File: src/rtl/trdt_pkg.sv
// Package for the triangle raster and depth test core.
// Shared constants, state encoding and divider control types.
// No dependencies.
`default_nettype none
package trdt_pkg;

  localparam int MAX_WIDTH   = 256;
  localparam int MAX_HEIGHT  = 256;
  localparam int DEPTH_BITS  = 16;
  localparam int STORE_SIZE  = MAX_WIDTH * MAX_HEIGHT;
  localparam int ADDR_W      = $clog2(STORE_SIZE);
  localparam int COORD_W     = 11;
  localparam int Z_W         = 16;
  localparam int PIX_W       = 8;
  localparam int DIM_W       = 9;
  localparam int WEIGHT_W    = 17;
  localparam int QUO_OPND_W  = 24;
  localparam int DIV_STEPS   = 17;
  localparam int DIV_CNT_W   = 5;

  localparam logic [WEIGHT_W-1:0] W_ONE = WEIGHT_W'(65536);
  localparam logic signed [DEPTH_BITS-1:0] DEPTH_MIN = {1'b1, {(DEPTH_BITS-1){1'b0}}};

  localparam logic REG_IMAGE_WIDTH  = 1'b0;
  localparam logic REG_IMAGE_HEIGHT = 1'b1;

  localparam logic OP_LOAD = 1'b0;
  localparam logic OP_STEP = 1'b1;

  typedef enum logic [7:0] {
    ST_CLEAR = 8'b0000_0001,
    ST_IDLE  = 8'b0000_0010,
    ST_LOAD  = 8'b0000_0100,
    ST_MUL   = 8'b0000_1000,
    ST_UV    = 8'b0001_0000,
    ST_DIV   = 8'b0010_0000,
    ST_DEP   = 8'b0100_0000,
    ST_FIN   = 8'b1000_0000
  } state_t;

  typedef struct packed {
    logic start;
  } div_ctl_t;

  typedef struct packed {
    logic busy;
  } div_stat_t;

endpackage
`default_nettype wire

File: src/rtl/trdt_div.sv
// Radix-2 restoring divider: floor(num * 2^16 / den) for num <= den.
// Depends on trdt_pkg.
`default_nettype none
module trdt_div (
  input  wire logic                          clk,
  input  wire logic                          rst,
  input  wire trdt_pkg::div_ctl_t            ctl,
  input  wire logic [trdt_pkg::QUO_OPND_W-1:0] num,
  input  wire logic [trdt_pkg::QUO_OPND_W-1:0] den,
  output      trdt_pkg::div_stat_t           stat,
  output      logic [trdt_pkg::WEIGHT_W-1:0] quot
);
  import trdt_pkg::*;

  logic [QUO_OPND_W:0]   rem;
  logic [QUO_OPND_W-1:0] dreg;
  logic [DIV_CNT_W-1:0]  cnt;
  logic                  busy;
  logic                  ge;
  logic [QUO_OPND_W:0]   rem_sub;

  assign ge      = rem >= {1'b0, dreg};
  assign rem_sub = ge ? (rem - {1'b0, dreg}) : rem;

  always_ff @(posedge clk) begin
    if (rst) begin
      busy <= 1'b0;
      cnt  <= '0;
    end else if (ctl.start) begin
      busy <= 1'b1;
      cnt  <= DIV_CNT_W'(DIV_STEPS);
    end else if (busy) begin
      cnt <= cnt - 1'b1;
      if (cnt == DIV_CNT_W'(1)) busy <= 1'b0;
    end
  end

  always_ff @(posedge clk) begin
    if (ctl.start) begin
      rem  <= {1'b0, num};
      dreg <= den;
      quot <= '0;
    end else if (busy) begin
      // remainder stays below den, so the doubled value fits
      rem  <= {rem_sub[QUO_OPND_W-1:0], 1'b0};
      quot <= {quot[WEIGHT_W-2:0], ge};
    end
  end

  assign stat.busy = busy;

endmodule
`default_nettype wire

File: config.mk
export PLATFORM = sky130hd
export DESIGN_NAME = trdt_div
export DESIGN_NICKNAME = d
export VERILOG_FILES = /design/src/rtl/trdt_pkg.sv /design/src/rtl/trdt_div.sv
export SDC_FILE = /design/constraint.sdc
export NUM_CORES = 1
export LEC_CHECK = 0
export ABC_CLOCK_PERIOD_IN_PS = 6900
export BUFFER_PORTS_ARGS = -buffer_cell sky130_fd_sc_hd__clkbuf_2
export CORE_AREA = 2 2 88 90
export CTS_CLUSTER_SIZE = 10
export DETAILED_ROUTE_END_ITERATION = 7
export DIE_AREA = 0 0 90 92
export PLACE_DENSITY = 0.83
export SLEW_MARGIN = 20
export SYNTH_ARGS = -nofsm -noshare
export SYNTH_HDL_FRONTEND = slang
export SYNTH_SLANG_ARGS = --single-unit
File: constraint.sdc
create_clock -name clk -period 6.9 [get_ports clk]
set_input_delay 0.69 -clock clk [delete_from_list [all_inputs] [get_ports clk]]
set_output_delay 0.69 -clock clk [all_outputs]
set_load 0.02 [all_outputs]
==> results of run 1 <==
[cell type report]
cell class | instances | area [sq um] | area share
Multi-Input combinational cell | 297 | 2165 | 0.4425
Sequential cell | 72 | 1922 | 0.3928
Timing Repair Buffer | 72 | 376.6 | 0.07698
Tap cell | 102 | 127.6 | 0.02609
Clock buffer | 9 | 123.9 | 0.02532
Inverter | 29 | 108.9 | 0.02225
Clock inverter | 7 | 68.82 | 0.01407
[placed cells by master (no fill, tap or decap), drive strengths merged, types with 2 or more instances in the layout]
| cell type | synthesis | layout |
|---|---|---|
| nand3b | 15 | 15 |
| dfxtp | 24 | 24 |
| xor2 | 11 | 11 |
| nor3 | 11 | 11 |
| and3 | 2 | 2 |
| edfxtp | 48 | 48 |
| a211oi | 5 | 5 |
| nand2b | 4 | 4 |
| inv | 29 | 35 |
| nand3 | 6 | 6 |
| o311ai | 14 | 14 |
| and4 | 3 | 3 |
| o41ai | 2 | 2 |
| nand4 | 3 | 3 |
| buf | 7 | 5 |
| nor4 | 2 | 2 |
| mux2 | 2 | 2 |
| clkbuf | 14 | 76 |
| mux2i | 20 | 20 |
| o21ai | 9 | 9 |
| a211o | 3 | 3 |
| a221o | 7 | 7 |
| nand2 | 32 | 32 |
| nor2b | 8 | 8 |
| o21bai | 2 | 2 |
| a21oi | 21 | 21 |
| xnor2 | 13 | 13 |
| a21o | 12 | 12 |
| nor2 | 38 | 38 |
| ha | 26 | 26 |
| or3 | 4 | 4 |
| or2 | 3 | 3 |
| o31ai | 3 | 3 |
[metrics by stage]
step                  util  instances
finish              0.6569        588
CTS                 0.6554        587
global placement    0.6295        571
detailed placement  0.6295        571
floorplan                -        419
global route        0.6569        588
[state kept, by name (all words and copies together) (netlist names)]
signal  count
cnt         5
dreg       24
quot       17
rem        25
stat        1
[critical path, delay by kind of cell, from the launching register on]
kind	cells	cell delay (ns)
DFF	1	0.41
and+or+nand+nor	2	0.32
adders and majority gates	1	0.37
buffers and inverters	1	0.31
AOI/OAI and AO/OA	6	1.63
[routing by layer]
metal,up-vias,share of wire,GRT usage
li1,1656,-,-
met1,1552,0.45,0.2764
met2,91,0.49,0.3578
met3,8,0.052,0.05505
met4,0,0.010,0.07564
met5,-,0,0
[power by group]
part | total [mW] | switching (mW) | internal (mW)
clock | 0.326 | 0.183 | 0.142
sequential | 0.563 | 0.0331 | 0.530
combinational | 0.591 | 0.333 | 0.258
[worst paths after layout]
kind,start,to,cells after the start
min,den[5],dreg[5]$_DFFE_PP_,1
max,rem[8]$_DFFE_PP_,rem[20]$_DFFE_PP_,10
min reg2reg,quot[16]$_SDFFE_PP0P_,quot[16]$_SDFFE_PP0P_,2
max reg2reg,rem[8]$_DFFE_PP_,rem[20]$_DFFE_PP_,10
[logic make-up after synthesis]
logic type	Yosys count
buffers and inverters	50
muxes	22
AOI/OAI and AO/OA	87
adders and majority gates	27
xor gates and xnor gates	24
and+or+nand+nor	137
DFF	72
==> report_table.html, run 1 <==
<table>
<tr><th>Metric</th><th>Value</th></tr>
<tr><th colspan="2">Synth</th></tr>
<tr><td>Number of standard cells after synthesis</td><td>approximately 420</td></tr>
<tr><td>Synth top area cells</td><td>edfxtp_1 34%, dfxtp_1 11%, ha_1 7.6%</td></tr>
<tr><td>Total number of yosys warnings</td><td>0</td></tr>
<tr><td>Simple-gate share of the synthesized area</td><td>0.1669</td></tr>
<tr><td>Mux contribution to synthesized area</td><td>0.05193</td></tr>
<tr><td>Sequential area share after synthesis</td><td>0.4481</td></tr>
<tr><td>Dominant register cell in the synthesized netlist</td><td>edfxtp_1</td></tr>
<tr><td>Most frequent cells after synthesis</td><td>48 x edfxtp_1, 38 x nor2_1, 32 x nand2_1</td></tr>
<tr><td>Post-synth cell types</td><td>between 50 and 60</td></tr>
<tr><td>Total nets after synthesis</td><td>~500</td></tr>
<tr><td>Portion of synthesized cell area occupied by the leading cell type</td><td>0.3361</td></tr>
<tr><td>Post-Synth Adder-Cell Area</td><td>0.08051</td></tr>
<tr><td>Complex-gate fraction of the synthesized area</td><td>0.1564</td></tr>
<tr><td>Synthesis-stage register bit count</td><td>72</td></tr>
<tr><td>Most frequently used cell type in the post-synthesis netlist</td><td>edfxtp_1</td></tr>
<tr><td>Fraction of registers with async set or reset after synthesis</td><td>0</td></tr>
<tr><td>Xor and xnor area share after synthesis</td><td>0.04901</td></tr>
<tr><td>Synth Area per Inst</td><td>just over 10 sq um</td></tr>
<tr><td>Number of enable-type register cells in the synthesized netlist</td><td>48</td></tr>
<tr><td>Largest family of logic cells by synthesized area</td><td>simple AND/OR/NAND/NOR gates</td></tr>
<tr><td>Synth area leader</td><td>edfxtp_1</td></tr>
<tr><td>Post-synthesis cell area</td><td>0.004289 sq mm</td></tr>
<tr><th colspan="2">STA</th></tr>
<tr><td>Max-slew headroom</td><td>0.5657</td></tr>
<tr><td>Worst hold slack</td><td>~0.50 ns</td></tr>
<tr><td>Max-slew violation count</td><td>0</td></tr>
<tr><td>Setup TNS</td><td>0 ns</td></tr>
<tr><td>Final setup violation count</td><td>0</td></tr>
<tr><td>Maximum clock rate</td><td>304.2 MHz</td></tr>
<tr><td>Final clock period utilization by the worst path</td><td>0.4764</td></tr>
<tr><td>Setup repair after global routing missed its margin</td><td>false</td></tr>
<tr><td>Final hold violation count</td><td>0</td></tr>
<tr><td>Final worst clock skew</td><td>about 0.012 ns</td></tr>
<tr><td>Measured slew at the worst slew-check pin</td><td>~0.65 ns</td></tr>
<tr><td>Shortest period the worst path allows</td><td>roughly 3.3 ns</td></tr>
<tr><td>Worst Slack Setup Final</td><td>3.613 ns</td></tr>
<tr><th colspan="2">Layout</th></tr>
<tr><td>Total of fill cells in the finished design</td><td>604</td></tr>
<tr><td>Share of layout cells above drive strength 1</td><td>0.2058</td></tr>
<tr><td>Cell area after layout</td><td>0.004892 sq mm</td></tr>
<tr><td>Relative area change from synthesis to final layout</td><td>14.06%</td></tr>
<tr><td>Diodes inserted</td><td>0</td></tr>
<tr><td>Net count, final</td><td>559</td></tr>
<tr><th colspan="2">Drt</th></tr>
<tr><td>Count of antenna-violating nets left after detailed routing</td><td>0</td></tr>
<tr><td>Number of DRC violations after detailed-routing iteration 0</td><td>199</td></tr>
<tr><td>DRC violation count after routing</td><td>0</td></tr>
<tr><td>Average detailed-routed wire length per instance</td><td>between 10 and 15 um</td></tr>
<tr><td>Via density</td><td>5.624</td></tr>
<tr><td>Length of the first detailed-routing pass in iterations</td><td>4</td></tr>
<tr><td>Routed wire length</td><td>between 8000 and 9000 um</td></tr>
<tr><td>Via total after detailed routing</td><td>approximately 3300</td></tr>
<tr><th colspan="2">Setup path</th></tr>
<tr><td>Category of the most critical setup path</td><td>reg2reg</td></tr>
<tr><td>Highest cell delay on the worst timing path</td><td>0.41 ns</td></tr>
<tr><td>Req. time, crit path</td><td>about 7 ns</td></tr>
<tr><td>Worst reg2reg setup slack</td><td>approximately 3.6 ns</td></tr>
<tr><td>Max FO, Critical Path</td><td>18</td></tr>
<tr><td>Most frequent cell on the critical path</td><td>a221o_1</td></tr>
<tr><td>Cells traversed along the worst timing path</td><td>ha_1, a21oi_1, o21ai_1, a221o_1, nor4_4, o31ai_4, a211oi_4, buf_4, nor3_1, a221o_1</td></tr>
<tr><td>Data arrival time of the worst path</td><td>3.39 ns</td></tr>
<tr><td>Kind of end point of the critical path</td><td>flop</td></tr>
<tr><td>Worst setup SP type</td><td>flop</td></tr>
<tr><td>Critical-path top delay cell</td><td>edfxtp_1</td></tr>
<tr><th colspan="2">Flow run</th></tr>
<tr><td>Max-capacitance violation count</td><td>0</td></tr>
<tr><th colspan="2">Placed design</th></tr>
<tr><td>Quantity of I/O buffers inserted on ports</td><td>68</td></tr>
<tr><td>Post-DP HPWL</td><td>just over 6000 um</td></tr>
<tr><td>Setup WS pre-CTS</td><td>2.986 ns</td></tr>
<tr><td>Placed Instance Area</td><td>0.004688 sq mm</td></tr>
<tr><td>GP Congestion</td><td>slightly below 0.9</td></tr>
<tr><th colspan="2">Clocking</th></tr>
<tr><td>Number of buffers created by CTS</td><td>9</td></tr>
<tr><td>Number of resized instances in the post-cts repair step</td><td>0</td></tr>
<tr><td>Worst-Skew Late Latency</td><td>approximately 0.35 ns</td></tr>
<tr><td>TritonCTS clock tree</td><td>done</td></tr>
<tr><td># Post-CTS Setup Buffers</td><td>0</td></tr>
<tr><td>Maximum level of the CTS H-tree</td><td>3</td></tr>
<tr><td>CTS clk-pin slew, worst paths</td><td>approximately 0.090 ns</td></tr>
<tr><td>Hold-fix buffer count after cts</td><td>0</td></tr>
<tr><td>Clock Root Buffer</td><td>clkbuf_8</td></tr>
<tr><td>Maximum number of buffers from clock root to sink</td><td>2</td></tr>
<tr><td>TritonCTS sink count</td><td>72</td></tr>
<tr><th colspan="2">Floorplanning</th></tr>
<tr><td>Horizontal die dimension</td><td>roughly 90 um</td></tr>
<tr><td>Core box area</td><td>between 0.007 and 0.008 sq mm</td></tr>
<tr><td>Starting density of the core</td><td>0.5759</td></tr>
<tr><td>Die footprint</td><td>roughly 0.0083 sq mm</td></tr>
<tr><td>Ports</td><td>around 70</td></tr>
<tr><td>Vertical extent of the die</td><td>about 92 um</td></tr>
<tr><td>FP Rows</td><td>32</td></tr>
<tr><th colspan="2">Pwr</th></tr>
<tr><td>Total chip power</td><td>around 1.5 mW</td></tr>
<tr><td>LEAKAGE</td><td>around 2.1 nW</td></tr>
<tr><td>Worst VDD drop</td><td>between 0.15 and 0.2 mV</td></tr>
<tr><td>Power per Cell Area</td><td>approximately 300 mW/mm^2</td></tr>
<tr><th colspan="2">Global routing</th></tr>
<tr><td>First-pass GRT wire length</td><td>about 14000 um</td></tr>
<tr><td>Overall fraction of global-route tracks in use</td><td>0.2160</td></tr>
<tr><td>Maximum number of pins on one net before global-route repair</td><td>61</td></tr>
<tr><td>Number of antenna violations at the first check in global routing</td><td>0</td></tr>
<tr><td>Number of global-route vias before repair</td><td>~3200</td></tr>
<tr><td>Grt total ovfl</td><td>0</td></tr>
<tr><th colspan="2">Min path</th></tr>
<tr><td>Kind of path behind the tightest hold check</td><td>in2reg</td></tr>
<tr><th colspan="2">Run status</th></tr>
<tr><td>Outcome</td><td>complete, no violations</td></tr>
</table>
Note: power is estimated with default switching activity, not from simulation.
==> run 2, diff against run 1 <==
--- a/config.mk
+++ b/config.mk
@@ -5,13 +5,13 @@
 export SDC_FILE = /design/constraint.sdc
 export NUM_CORES = 1
 export LEC_CHECK = 0
-export ABC_CLOCK_PERIOD_IN_PS = 6900
+export ABC_CLOCK_PERIOD_IN_PS = 3200
 export BUFFER_PORTS_ARGS = -buffer_cell sky130_fd_sc_hd__clkbuf_2
-export CORE_AREA = 2 2 88 90
+export CORE_AREA = 2 2 90 92
 export CTS_CLUSTER_SIZE = 10
 export DETAILED_ROUTE_END_ITERATION = 7
-export DIE_AREA = 0 0 90 92
-export PLACE_DENSITY = 0.83
+export DIE_AREA = 0 0 92 94
+export PLACE_DENSITY = 0.8
 export SLEW_MARGIN = 20
 export SYNTH_ARGS = -nofsm -noshare
 export SYNTH_HDL_FRONTEND = slang
==> constraint.sdc (replaced) <==
create_clock -name clk -period 3.2 [get_ports clk]
set_input_delay 0.32 -clock clk [delete_from_list [all_inputs] [get_ports clk]]
set_output_delay 0.32 -clock clk [all_outputs]
set_load 0.02 [all_outputs]
==> run 2 against run 1 <==
Effect of this change: wire length up 1.7%; register-to-register slack lost 3.5 ns; count of clock-buffer cells in the layout increased by 1; via count increased by 1.1%; fmax grew 7.8%; sequential power up 110%; cell count increased by 0.34%; sequential share of layout area down 0.38 points; cell area is 0.97% higher; total power rose by 120%; critical path depth did not move.
==> report_table.html, run 2 (synthesized netlist as in run 1, its figures left out) <==
<table>
<tr><th>Metric</th><th>Value</th></tr>
<tr><th colspan="2">STA</th></tr>
<tr><td>Max-slew headroom</td><td>0.4350 (-0.1307)</td></tr>
<tr><td>Setup TNS</td><td>0 ns (unchanged)</td></tr>
<tr><td>Maximum clock rate</td><td>328.1 MHz (+7.8%)</td></tr>
<tr><td>Measured slew at the worst slew-check pin</td><td>0.8475 ns (+0.1970 ns)</td></tr>
<tr><td>Max-slew violation count</td><td>0 (unchanged)</td></tr>
<tr><td>Shortest period the worst path allows</td><td>3.048 ns (-0.2390 ns)</td></tr>
<tr><td>Final hold violation count</td><td>0 (unchanged)</td></tr>
<tr><td>Final worst clock skew</td><td>0.01240 ns (+0.0001521 ns)</td></tr>
<tr><td>Final clock period utilization by the worst path</td><td>0.9525 (+0.4761)</td></tr>
<tr><td>Setup repair after global routing missed its margin</td><td>false</td></tr>
<tr><td>Final setup violation count</td><td>0 (unchanged)</td></tr>
<tr><th colspan="2">Global routing</th></tr>
<tr><td>Overall fraction of global-route tracks in use</td><td>0.2137 (-0.002237)</td></tr>
<tr><td>Grt total ovfl</td><td>0 (unchanged)</td></tr>
<tr><td>Number of antenna violations at the first check in global routing</td><td>0 (unchanged)</td></tr>
<tr><td>First-pass GRT wire length</td><td>14590 um (+0.81%)</td></tr>
<tr><td>Maximum number of pins on one net before global-route repair</td><td>88 (+44%)</td></tr>
<tr><td>Number of global-route vias before repair</td><td>3147 (-0.41%)</td></tr>
<tr><th colspan="2">Layout</th></tr>
<tr><td>Cell area after layout</td><td>0.004940 sq mm (+0.97%)</td></tr>
<tr><td>Most common library cell in the layout ignoring fill and taps</td><td>clkbuf_2</td></tr>
<tr><td>Area used by sequential logic in the layout</td><td>0.001922 sq mm (unchanged)</td></tr>
<tr><td>Largest registers</td><td>rem (25), dreg (24), quot (17)</td></tr>
<tr><td>Relative area change from synthesis to final layout</td><td>15.17%</td></tr>
<tr><td>Share of layout cells above drive strength 1</td><td>0.2131 (+0.007353)</td></tr>
<tr><td>Number of standard cells in the layout, taps in and fillers out</td><td>590 (+0.34%)</td></tr>
<tr><td>Total of fill cells in the finished design</td><td>634 (+5.0%)</td></tr>
<tr><td>Net count, final</td><td>561 (+0.36%)</td></tr>
<tr><td>Diodes inserted</td><td>0 (unchanged)</td></tr>
<tr><td>Most used cells in the layout excluding fill and tap cells</td><td>67 x clkbuf_2, 48 x edfxtp_1, 38 x nor2_1</td></tr>
<tr><td>Flip-flop count of the largest register after layout</td><td>25 (unchanged)</td></tr>
<tr><td>Area taken by multi-input logic gates</td><td>0.002171 sq mm (+0.29%)</td></tr>
<tr><td>Most flops, register</td><td>rem</td></tr>
<tr><th colspan="2">Setup path</th></tr>
<tr><td>Req. time, crit path</td><td>3.31 ns (-3.69 ns)</td></tr>
<tr><td>Reg2reg end</td><td>rem[17]$_DFFE_PP_</td></tr>
<tr><td>Critical path buffers and inverters</td><td>1 (unchanged)</td></tr>
<tr><td>Most frequent cell on the critical path</td><td>a221o_1</td></tr>
<tr><td>Kind of end point of the critical path</td><td>flop</td></tr>
<tr><td>Data arrival time of the worst path</td><td>3.16 ns (-0.23 ns)</td></tr>
<tr><td>Kind of cell adding the most delay to the critical path</td><td>compound AO/OA/AOI/OAI gates</td></tr>
<tr><td>Worst Reg-to-Reg Cells</td><td>10 (unchanged)</td></tr>
<tr><td>Max FO, Critical Path</td><td>22 (+4)</td></tr>
<tr><td>Category of the most critical setup path</td><td>reg2reg</td></tr>
<tr><td>Highest cell delay on the worst timing path</td><td>0.40 ns (about the same)</td></tr>
<tr><td>Worst setup SP type</td><td>flop</td></tr>
<tr><td>Worst reg2reg setup slack</td><td>0.15 ns (-3.46 ns)</td></tr>
<tr><td>Cells traversed along the worst timing path</td><td>ha_1, a21oi_2, o21ai_1, a221o_1, nor4_4, o31ai_4, a211oi_4, buf_12, nor3_1, a221o_1</td></tr>
<tr><td>Reg-to-reg critical path startpoint</td><td>rem[8]$_DFFE_PP_</td></tr>
<tr><td>Critical-path top delay cell</td><td>edfxtp_1</td></tr>
<tr><th colspan="2">Drt</th></tr>
<tr><td>DRC violation count after routing</td><td>0 (unchanged)</td></tr>
<tr><td>Via total after detailed routing</td><td>3343 (+1.1%)</td></tr>
<tr><td>Length of the first detailed-routing pass in iterations</td><td>5 (+1)</td></tr>
<tr><td>Average detailed-routed wire length per instance</td><td>14.94 um (+1.4%)</td></tr>
<tr><td>Number of DRC violations after detailed-routing iteration 0</td><td>148 (-26%)</td></tr>
<tr><td>Count of antenna-violating nets left after detailed routing</td><td>0 (unchanged)</td></tr>
<tr><td>Routed wire length</td><td>8816 um (+1.7%)</td></tr>
<tr><td>Via density</td><td>5.666 (+0.75%)</td></tr>
<tr><th colspan="2">Pwr</th></tr>
<tr><td>Worst VDD drop</td><td>0.3741 mV (+100%)</td></tr>
<tr><td>Power per Cell Area</td><td>656.3 mW/mm^2 (+120%)</td></tr>
<tr><td>Switching component of the power</td><td>1.175 mW (+110%)</td></tr>
<tr><td>Switching Share</td><td>0.3623 (-0.008960)</td></tr>
<tr><td>Cell Int Power</td><td>2.067 mW (+120%)</td></tr>
<tr><td>Combinational power share</td><td>0.403 (+0.004)</td></tr>
<tr><td>Portion of total power attributed to sequential cells</td><td>0.374 (-0.007)</td></tr>
<tr><td>Total chip power</td><td>3.242 mW (+120%)</td></tr>
<tr><td>LEAKAGE</td><td>2.146 nW (+0.84%)</td></tr>
<tr><td>Clock share of power</td><td>0.223 (+0.003)</td></tr>
<tr><th colspan="2">Min path</th></tr>
<tr><td>Launch instance of the worst min-delay path</td><td>den[15]</td></tr>
<tr><td>Number of cells on the worst hold path</td><td>1 (unchanged)</td></tr>
<tr><td>Worst Hold Path EP</td><td>dreg[15]$_DFFE_PP_</td></tr>
<tr><td>Kind of path behind the tightest hold check</td><td>in2reg</td></tr>
<tr><th colspan="2">Floorplanning</th></tr>
<tr><td>Starting density of the core</td><td>0.5638 (-0.01213)</td></tr>
<tr><td>Horizontal die dimension</td><td>92 um (+2.2%)</td></tr>
<tr><td>Ports</td><td>69 (unchanged)</td></tr>
<tr><td>FP Rows</td><td>32 (unchanged)</td></tr>
<tr><td>Core box area</td><td>0.007607 sq mm (+2.2%)</td></tr>
<tr><td>Die footprint</td><td>0.008648 sq mm (+4.4%)</td></tr>
<tr><td>Vertical extent of the die</td><td>94 um (+2.2%)</td></tr>
<tr><th colspan="2">Placed design</th></tr>
<tr><td>Number of placed instances, taps included</td><td>574 (+0.53%)</td></tr>
<tr><td>Quantity of I/O buffers inserted on ports</td><td>68 (unchanged)</td></tr>
<tr><td>Post-DP HPWL</td><td>6273 um (+1.7%)</td></tr>
<tr><td>Placed Instance Area</td><td>0.004736 sq mm (+1.0%)</td></tr>
<tr><td>GP Congestion</td><td>0.8876 (+1.6%)</td></tr>
<tr><th colspan="2">Run status</th></tr>
<tr><td>Outcome</td><td>complete, no violations</td></tr>
<tr><th colspan="2">Clocking</th></tr>
<tr><td>Maximum level of the CTS H-tree</td><td>3 (unchanged)</td></tr>
<tr><td>Maximum number of buffers from clock root to sink</td><td>2 (unchanged)</td></tr>
<tr><td>Clock Root Buffer</td><td>clkbuf_8</td></tr>
<tr><td>Worst-Skew Late Latency</td><td>0.36 ns (about the same)</td></tr>
<tr><td>CTS clk-pin slew, worst paths</td><td>0.09 ns (about the same)</td></tr>
<tr><td>TritonCTS clock tree</td><td>done</td></tr>
<tr><td>TritonCTS sink count</td><td>72 (unchanged)</td></tr>
<tr><td>Number of buffers created by CTS</td><td>9 (unchanged)</td></tr>
<tr><th colspan="2">Flow run</th></tr>
<tr><td>Max-capacitance violation count</td><td>0 (unchanged)</td></tr>
</table>
[run 2: changes by cell type in the layout (fill, tap and decap cells not counted), sizes merged]
| cell | delta |
|---|---|
| buf | +2 |
| clkbuf | +1 |
| clkinv | +3 |
| inv | -4 |
[run 2: repair_timing]
item,in CTS,in global routing
endpoints found under the setup margin,0,9
setup buffers,0,0
gates resized for setup,0,2
hold buffers,0,0
hold endpoints to repair,0,0
[run 2: worst max path at each step]
stage / from / endpoint / slack [ns] / cells after the start
after floorplan: rem[6]$_DFFE_PP_ / rem[15]$_DFFE_PP_ / 0.29 / 10
after global placement: rem[8]$_DFFE_PP_ / rem[17]$_DFFE_PP_ / 0.22 / 10
after detailed placement: rem[8]$_DFFE_PP_ / rem[19]$_DFFE_PP_ / 0.12 / 10
after CTS: rem[6]$_DFFE_PP_ / rem[19]$_DFFE_PP_ / 0.10 / 10
after global routing: rem[8]$_DFFE_PP_ / rem[20]$_DFFE_PP_ / 0.008 / 10
final: rem[8]$_DFFE_PP_ / rem[17]$_DFFE_PP_ / 0.15 / 10
[run 2: routing by layer]
metal	up-vias	track usage	wire length, um
met2	90	0.3603	4345
met4	0	0.07338	109
li1	1664	-	-
met1	1578	0.2693	3900
met3	11	0.05297	460
met5	-	0	0
[run 2: cell type report]
cell class | count | share of cell area
clock buffers | 10 | 0.03014
clock inverters | 6 | 0.009878
inverters | 29 | 0.02204
multi-input cells | 297 | 0.4395
flip-flops and latches | 72 | 0.3891
well taps | 102 | 0.02584
repair buffers | 74 | 0.08359
[run 2: worst reg2reg max path, delay by kind of cell (launching register included)]
family          cells  cell delay [ns]
compound gates      6             1.53
fa+ha+maj           1             0.39
buf+inv             1             0.21
flops               1             0.40
simple gates        2             0.29
[run 2: through the flow]
stage                     setup WS, ns  hold slack, ns    util
final                           0.1520          0.1248  0.6493
after global routing          0.008484          0.1132  0.6493
after CTS                       0.1046          0.1208  0.6485
after detailed placement        0.1183          0.4986  0.6225
after global placement          0.2238          0.4758  0.6225
after floorplan                 0.2918          0.3924       -
[run 2: power groups by stage]
stage / Clock, mW / Combinational, mW / Sequential, mW
finish: 0.724 / 1.31 / 1.21
global route: 0.775 / 1.45 / 1.23
CTS: 0.737 / 1.29 / 1.21
detailed placement: 0 / 1.29 / 1.23
global placement: 0 / 1.25 / 1.23
floorplan: 0 / 1.01 / 1.21
==> run 3, diff against run 2 <==
--- a/config.mk
+++ b/config.mk
@@ -8,6 +8,7 @@
 export ABC_CLOCK_PERIOD_IN_PS = 3200
 export BUFFER_PORTS_ARGS = -buffer_cell sky130_fd_sc_hd__clkbuf_2
 export CORE_AREA = 2 2 90 92
+export CTS_BUF_LIST = sky130_fd_sc_hd__clkbuf_16
 export CTS_CLUSTER_SIZE = 10
 export DETAILED_ROUTE_END_ITERATION = 7
 export DIE_AREA = 0 0 92 94
==> run 3 against run 2 <==
Effect of this change: fmax down 1.1%; global-route usage up 0.14 points; first-iteration DRC count up 18%; count of clock-buffer cells in the layout unchanged; critical path depth up 2; non-clock buffer count up 6; register-to-register slack worse by 0.03 ns; clock skew about the same; cell count up 1.0%; utilization up 2.6 points; sequential power about the same; critical path type unchanged.
==> report_table.html, run 3 (synthesized netlist as in run 1, its figures left out) <==
<table>
<tr><th>Metric</th><th>Value</th></tr>
<tr><th colspan="2">Run status</th></tr>
<tr><td>Outcome</td><td>complete, no violations</td></tr>
<tr><th colspan="2">Drt</th></tr>
<tr><td>Via density</td><td>5.686 (+0.36%)</td></tr>
<tr><td>Average detailed-routed wire length per instance</td><td>15.61 um (+4.5%)</td></tr>
<tr><td>Routed wire length</td><td>9304 um (+5.5%)</td></tr>
<tr><td>Length of the first detailed-routing pass in iterations</td><td>5 (unchanged)</td></tr>
<tr><td>Via total after detailed routing</td><td>3389 (+1.4%)</td></tr>
<tr><td>Number of DRC violations after detailed-routing iteration 0</td><td>174 (+18%)</td></tr>
<tr><td>DRC violation count after routing</td><td>0 (unchanged)</td></tr>
<tr><td>Count of antenna-violating nets left after detailed routing</td><td>0 (unchanged)</td></tr>
<tr><th colspan="2">Clocking</th></tr>
<tr><td>CTS clk-pin slew, worst paths</td><td>0.07 ns (-0.02 ns)</td></tr>
<tr><td>Clock Root Buffer</td><td>clkbuf_16</td></tr>
<tr><td>Hold-fix buffer count after cts</td><td>0 (unchanged)</td></tr>
<tr><td>TritonCTS clock tree</td><td>done</td></tr>
<tr><td>Worst-Skew Late Latency</td><td>0.34 ns (-0.02 ns)</td></tr>
<tr><td>Maximum level of the CTS H-tree</td><td>3 (unchanged)</td></tr>
<tr><td>Number of buffers created by CTS</td><td>9 (unchanged)</td></tr>
<tr><td>Maximum number of buffers from clock root to sink</td><td>2 (unchanged)</td></tr>
<tr><td>TritonCTS sink count</td><td>72 (unchanged)</td></tr>
<tr><th colspan="2">Global routing</th></tr>
<tr><td>Number of global-route vias before repair</td><td>3189 (+1.3%)</td></tr>
<tr><td>Global-route layer with the greatest usage</td><td>met2</td></tr>
<tr><td>Maximum number of pins on one net before global-route repair</td><td>88 (unchanged)</td></tr>
<tr><td>Overall fraction of global-route tracks in use</td><td>0.2151 (+0.001387)</td></tr>
<tr><td>Met2 Track Usage GR</td><td>0.3707 (+0.01042)</td></tr>
<tr><td>First-pass GRT wire length</td><td>14710 um (+0.85%)</td></tr>
<tr><td>GR Layer Usage met1</td><td>0.2662 (-0.003107)</td></tr>
<tr><td>Grt total ovfl</td><td>0 (unchanged)</td></tr>
<tr><td>Number of antenna violations at the first check in global routing</td><td>0 (unchanged)</td></tr>
<tr><td>Met3 Use GR</td><td>0.06260 (+0.009631)</td></tr>
<tr><th colspan="2">Placed design</th></tr>
<tr><td>GP Congestion</td><td>0.8876 (unchanged)</td></tr>
<tr><td>Placed Instance Area</td><td>0.004736 sq mm (unchanged)</td></tr>
<tr><td>Quantity of I/O buffers inserted on ports</td><td>68 (unchanged)</td></tr>
<tr><td>Post-DP HPWL</td><td>6273 um (unchanged)</td></tr>
<tr><th colspan="2">Setup path</th></tr>
<tr><td>Req. time, crit path</td><td>3.29 ns (-0.02 ns)</td></tr>
<tr><td>Max FO, Critical Path</td><td>11 (-50%)</td></tr>
<tr><td>Worst setup startpoint</td><td>dreg[8]$_DFFE_PP_</td></tr>
<tr><td>Data arrival time of the worst path</td><td>3.17 ns (about the same)</td></tr>
<tr><td>Category of the most critical setup path</td><td>reg2reg</td></tr>
<tr><td>Kind of end point of the critical path</td><td>flop</td></tr>
<tr><td>Worst setup SP type</td><td>flop</td></tr>
<tr><td>Reg-to-reg critical path startpoint</td><td>dreg[8]$_DFFE_PP_</td></tr>
<tr><th colspan="2">Layout</th></tr>
<tr><td>Flip-flop count of the largest register after layout</td><td>25 (unchanged)</td></tr>
<tr><td>Diodes inserted</td><td>0 (unchanged)</td></tr>
<tr><td>Most used cells in the layout excluding fill and tap cells</td><td>67 x clkbuf_2, 48 x edfxtp_1, 38 x nor2_1</td></tr>
<tr><td>Largest registers</td><td>rem (25), dreg (24), quot (17)</td></tr>
<tr><td>Most flops, register</td><td>rem</td></tr>
<tr><td>Net count, final</td><td>567 (+1.1%)</td></tr>
<tr><td>Relative area change from synthesis to final layout</td><td>19.72%</td></tr>
<tr><td>Share of layout cells above drive strength 1</td><td>0.2267 (+0.01361)</td></tr>
<tr><td>Most common library cell in the layout ignoring fill and taps</td><td>clkbuf_2</td></tr>
<tr><td>Cell area after layout</td><td>0.005135 sq mm (+4.0%)</td></tr>
<tr><th colspan="2">STA</th></tr>
<tr><td>Max-slew headroom</td><td>0.4287 (-0.006301)</td></tr>
<tr><td>Final setup violation count</td><td>0 (unchanged)</td></tr>
<tr><td>Maximum clock rate</td><td>324.4 MHz (-1.1%)</td></tr>
<tr><td>Final hold violation count</td><td>0 (unchanged)</td></tr>
<tr><td>Worst hold slack</td><td>0.1511 ns (+0.02626 ns)</td></tr>
<tr><td>Final clock period utilization by the worst path</td><td>0.9633 (+0.01078)</td></tr>
<tr><td>Max-slew violation count</td><td>0 (unchanged)</td></tr>
<tr><td>Final worst clock skew</td><td>0.01198 ns (-0.0004167 ns)</td></tr>
<tr><td>Measured slew at the worst slew-check pin</td><td>0.8570 ns (+0.009451 ns)</td></tr>
<tr><td>Shortest period the worst path allows</td><td>3.083 ns (+0.03450 ns)</td></tr>
<tr><th colspan="2">Flow run</th></tr>
<tr><td>Max-capacitance violation count</td><td>0 (unchanged)</td></tr>
<tr><th colspan="2">Floorplanning</th></tr>
<tr><td>Horizontal die dimension</td><td>92 um (unchanged)</td></tr>
<tr><td>Core box area</td><td>0.007607 sq mm (unchanged)</td></tr>
<tr><td>Ports</td><td>69 (unchanged)</td></tr>
<tr><td>Vertical extent of the die</td><td>94 um (unchanged)</td></tr>
<tr><td>Die footprint</td><td>0.008648 sq mm (unchanged)</td></tr>
<tr><td>FP Rows</td><td>32 (unchanged)</td></tr>
<tr><td>Starting density of the core</td><td>0.5638 (unchanged)</td></tr>
<tr><th colspan="2">Pwr</th></tr>
<tr><td>Worst VDD drop</td><td>0.4178 mV (+12%)</td></tr>
<tr><td>Power per Cell Area</td><td>710.0 mW/mm^2 (+8.2%)</td></tr>
<tr><td>LEAKAGE</td><td>2.236 nW (+4.2%)</td></tr>
<tr><th colspan="2">Min path</th></tr>
<tr><td>Kind of path behind the tightest hold check</td><td>in2reg</td></tr>
<tr><td>Launch instance of the worst min-delay path</td><td>den[15]</td></tr>
</table>
## run 3: changes by cell type in the layout (fill, tap and decap cells not counted)
| cell | delta |
|---|---|
| clkbuf_16 | +11 |
| buf_4 | +4 |
| ha_1 | -1 |
| a21oi_1 | -1 |
| clkbuf_8 | -9 |
| a21oi_4 | +1 |
| ha_2 | +1 |
## run 3: final timing paths
path         slack (ns)  cells past startpoint               endpoint
max reg2reg        0.12                     12      rem[23]$_DFFE_PP_
min reg2reg        0.51                      2  quot[16]$_SDFFE_PP0P_
max                0.12                     12      rem[23]$_DFFE_PP_
min                0.15                      1     dreg[15]$_DFFE_PP_
## run 3: worst max-delay path, stage by stage, from the launching register on
cell,delay [ns]
edfxtp_1,0.37
inv_1,0.08
ha_2,0.31
a21oi_4,0.18
o21ai_1,0.11
a221o_1,0.41
nor4_4,0.34
o31ai_4,0.11
a211oi_4,0.27
buf_4,0.16
buf_12,0.13
nor3_1,0.06
a221o_1,0.30
## run 3: report_power, final
group	switching, mW	leakage (nW)	internal (mW)
clock network	0.428	0.149	0.581
logic	0.760	1.41	0.662
registers	0.0701	0.676	1.14
total	1.26	2.24	2.39
## run 3: stage by stage
step	total power [mW]	TNS, ns	instances	utilization	setup WS (ns)
2_1_floorplan	2.221	0	419	-	0.2918
3_3_place_gp	2.480	0	574	0.6225	0.2238
3_5_place_dp	2.515	0	574	0.6225	0.1183
4_1_cts	3.530	0	590	0.6618	0.08541
5_1_grt	3.846	-0.2168	596	0.6750	-0.04265
6_report	3.646	0	596	0.6750	0.1175
## run 3: layout make-up
cell class | instances | area [sq um]
tap | 102 | 127.6
multi-input combinational | 297 | 2185
timing repair buffer | 80 | 493.0
inverter | 29 | 108.9
sequential | 72 | 1922
clock inverter | 6 | 48.80
fill | 609 | 2472
clock buffer | 10 | 250.2
## run 3: repair_timing
item / in CTS / in global routing
setup endpoints to repair: 0 / 9
buffers inserted: 0 / 4
gates resized for setup: 0 / 5
## run 3: layer usage
layer,vias to the layer above,part of all wire
met5,-,0
met4,0,0.010
met3,13,0.050
met2,84,0.50
met1,1614,0.44
li1,1678,-
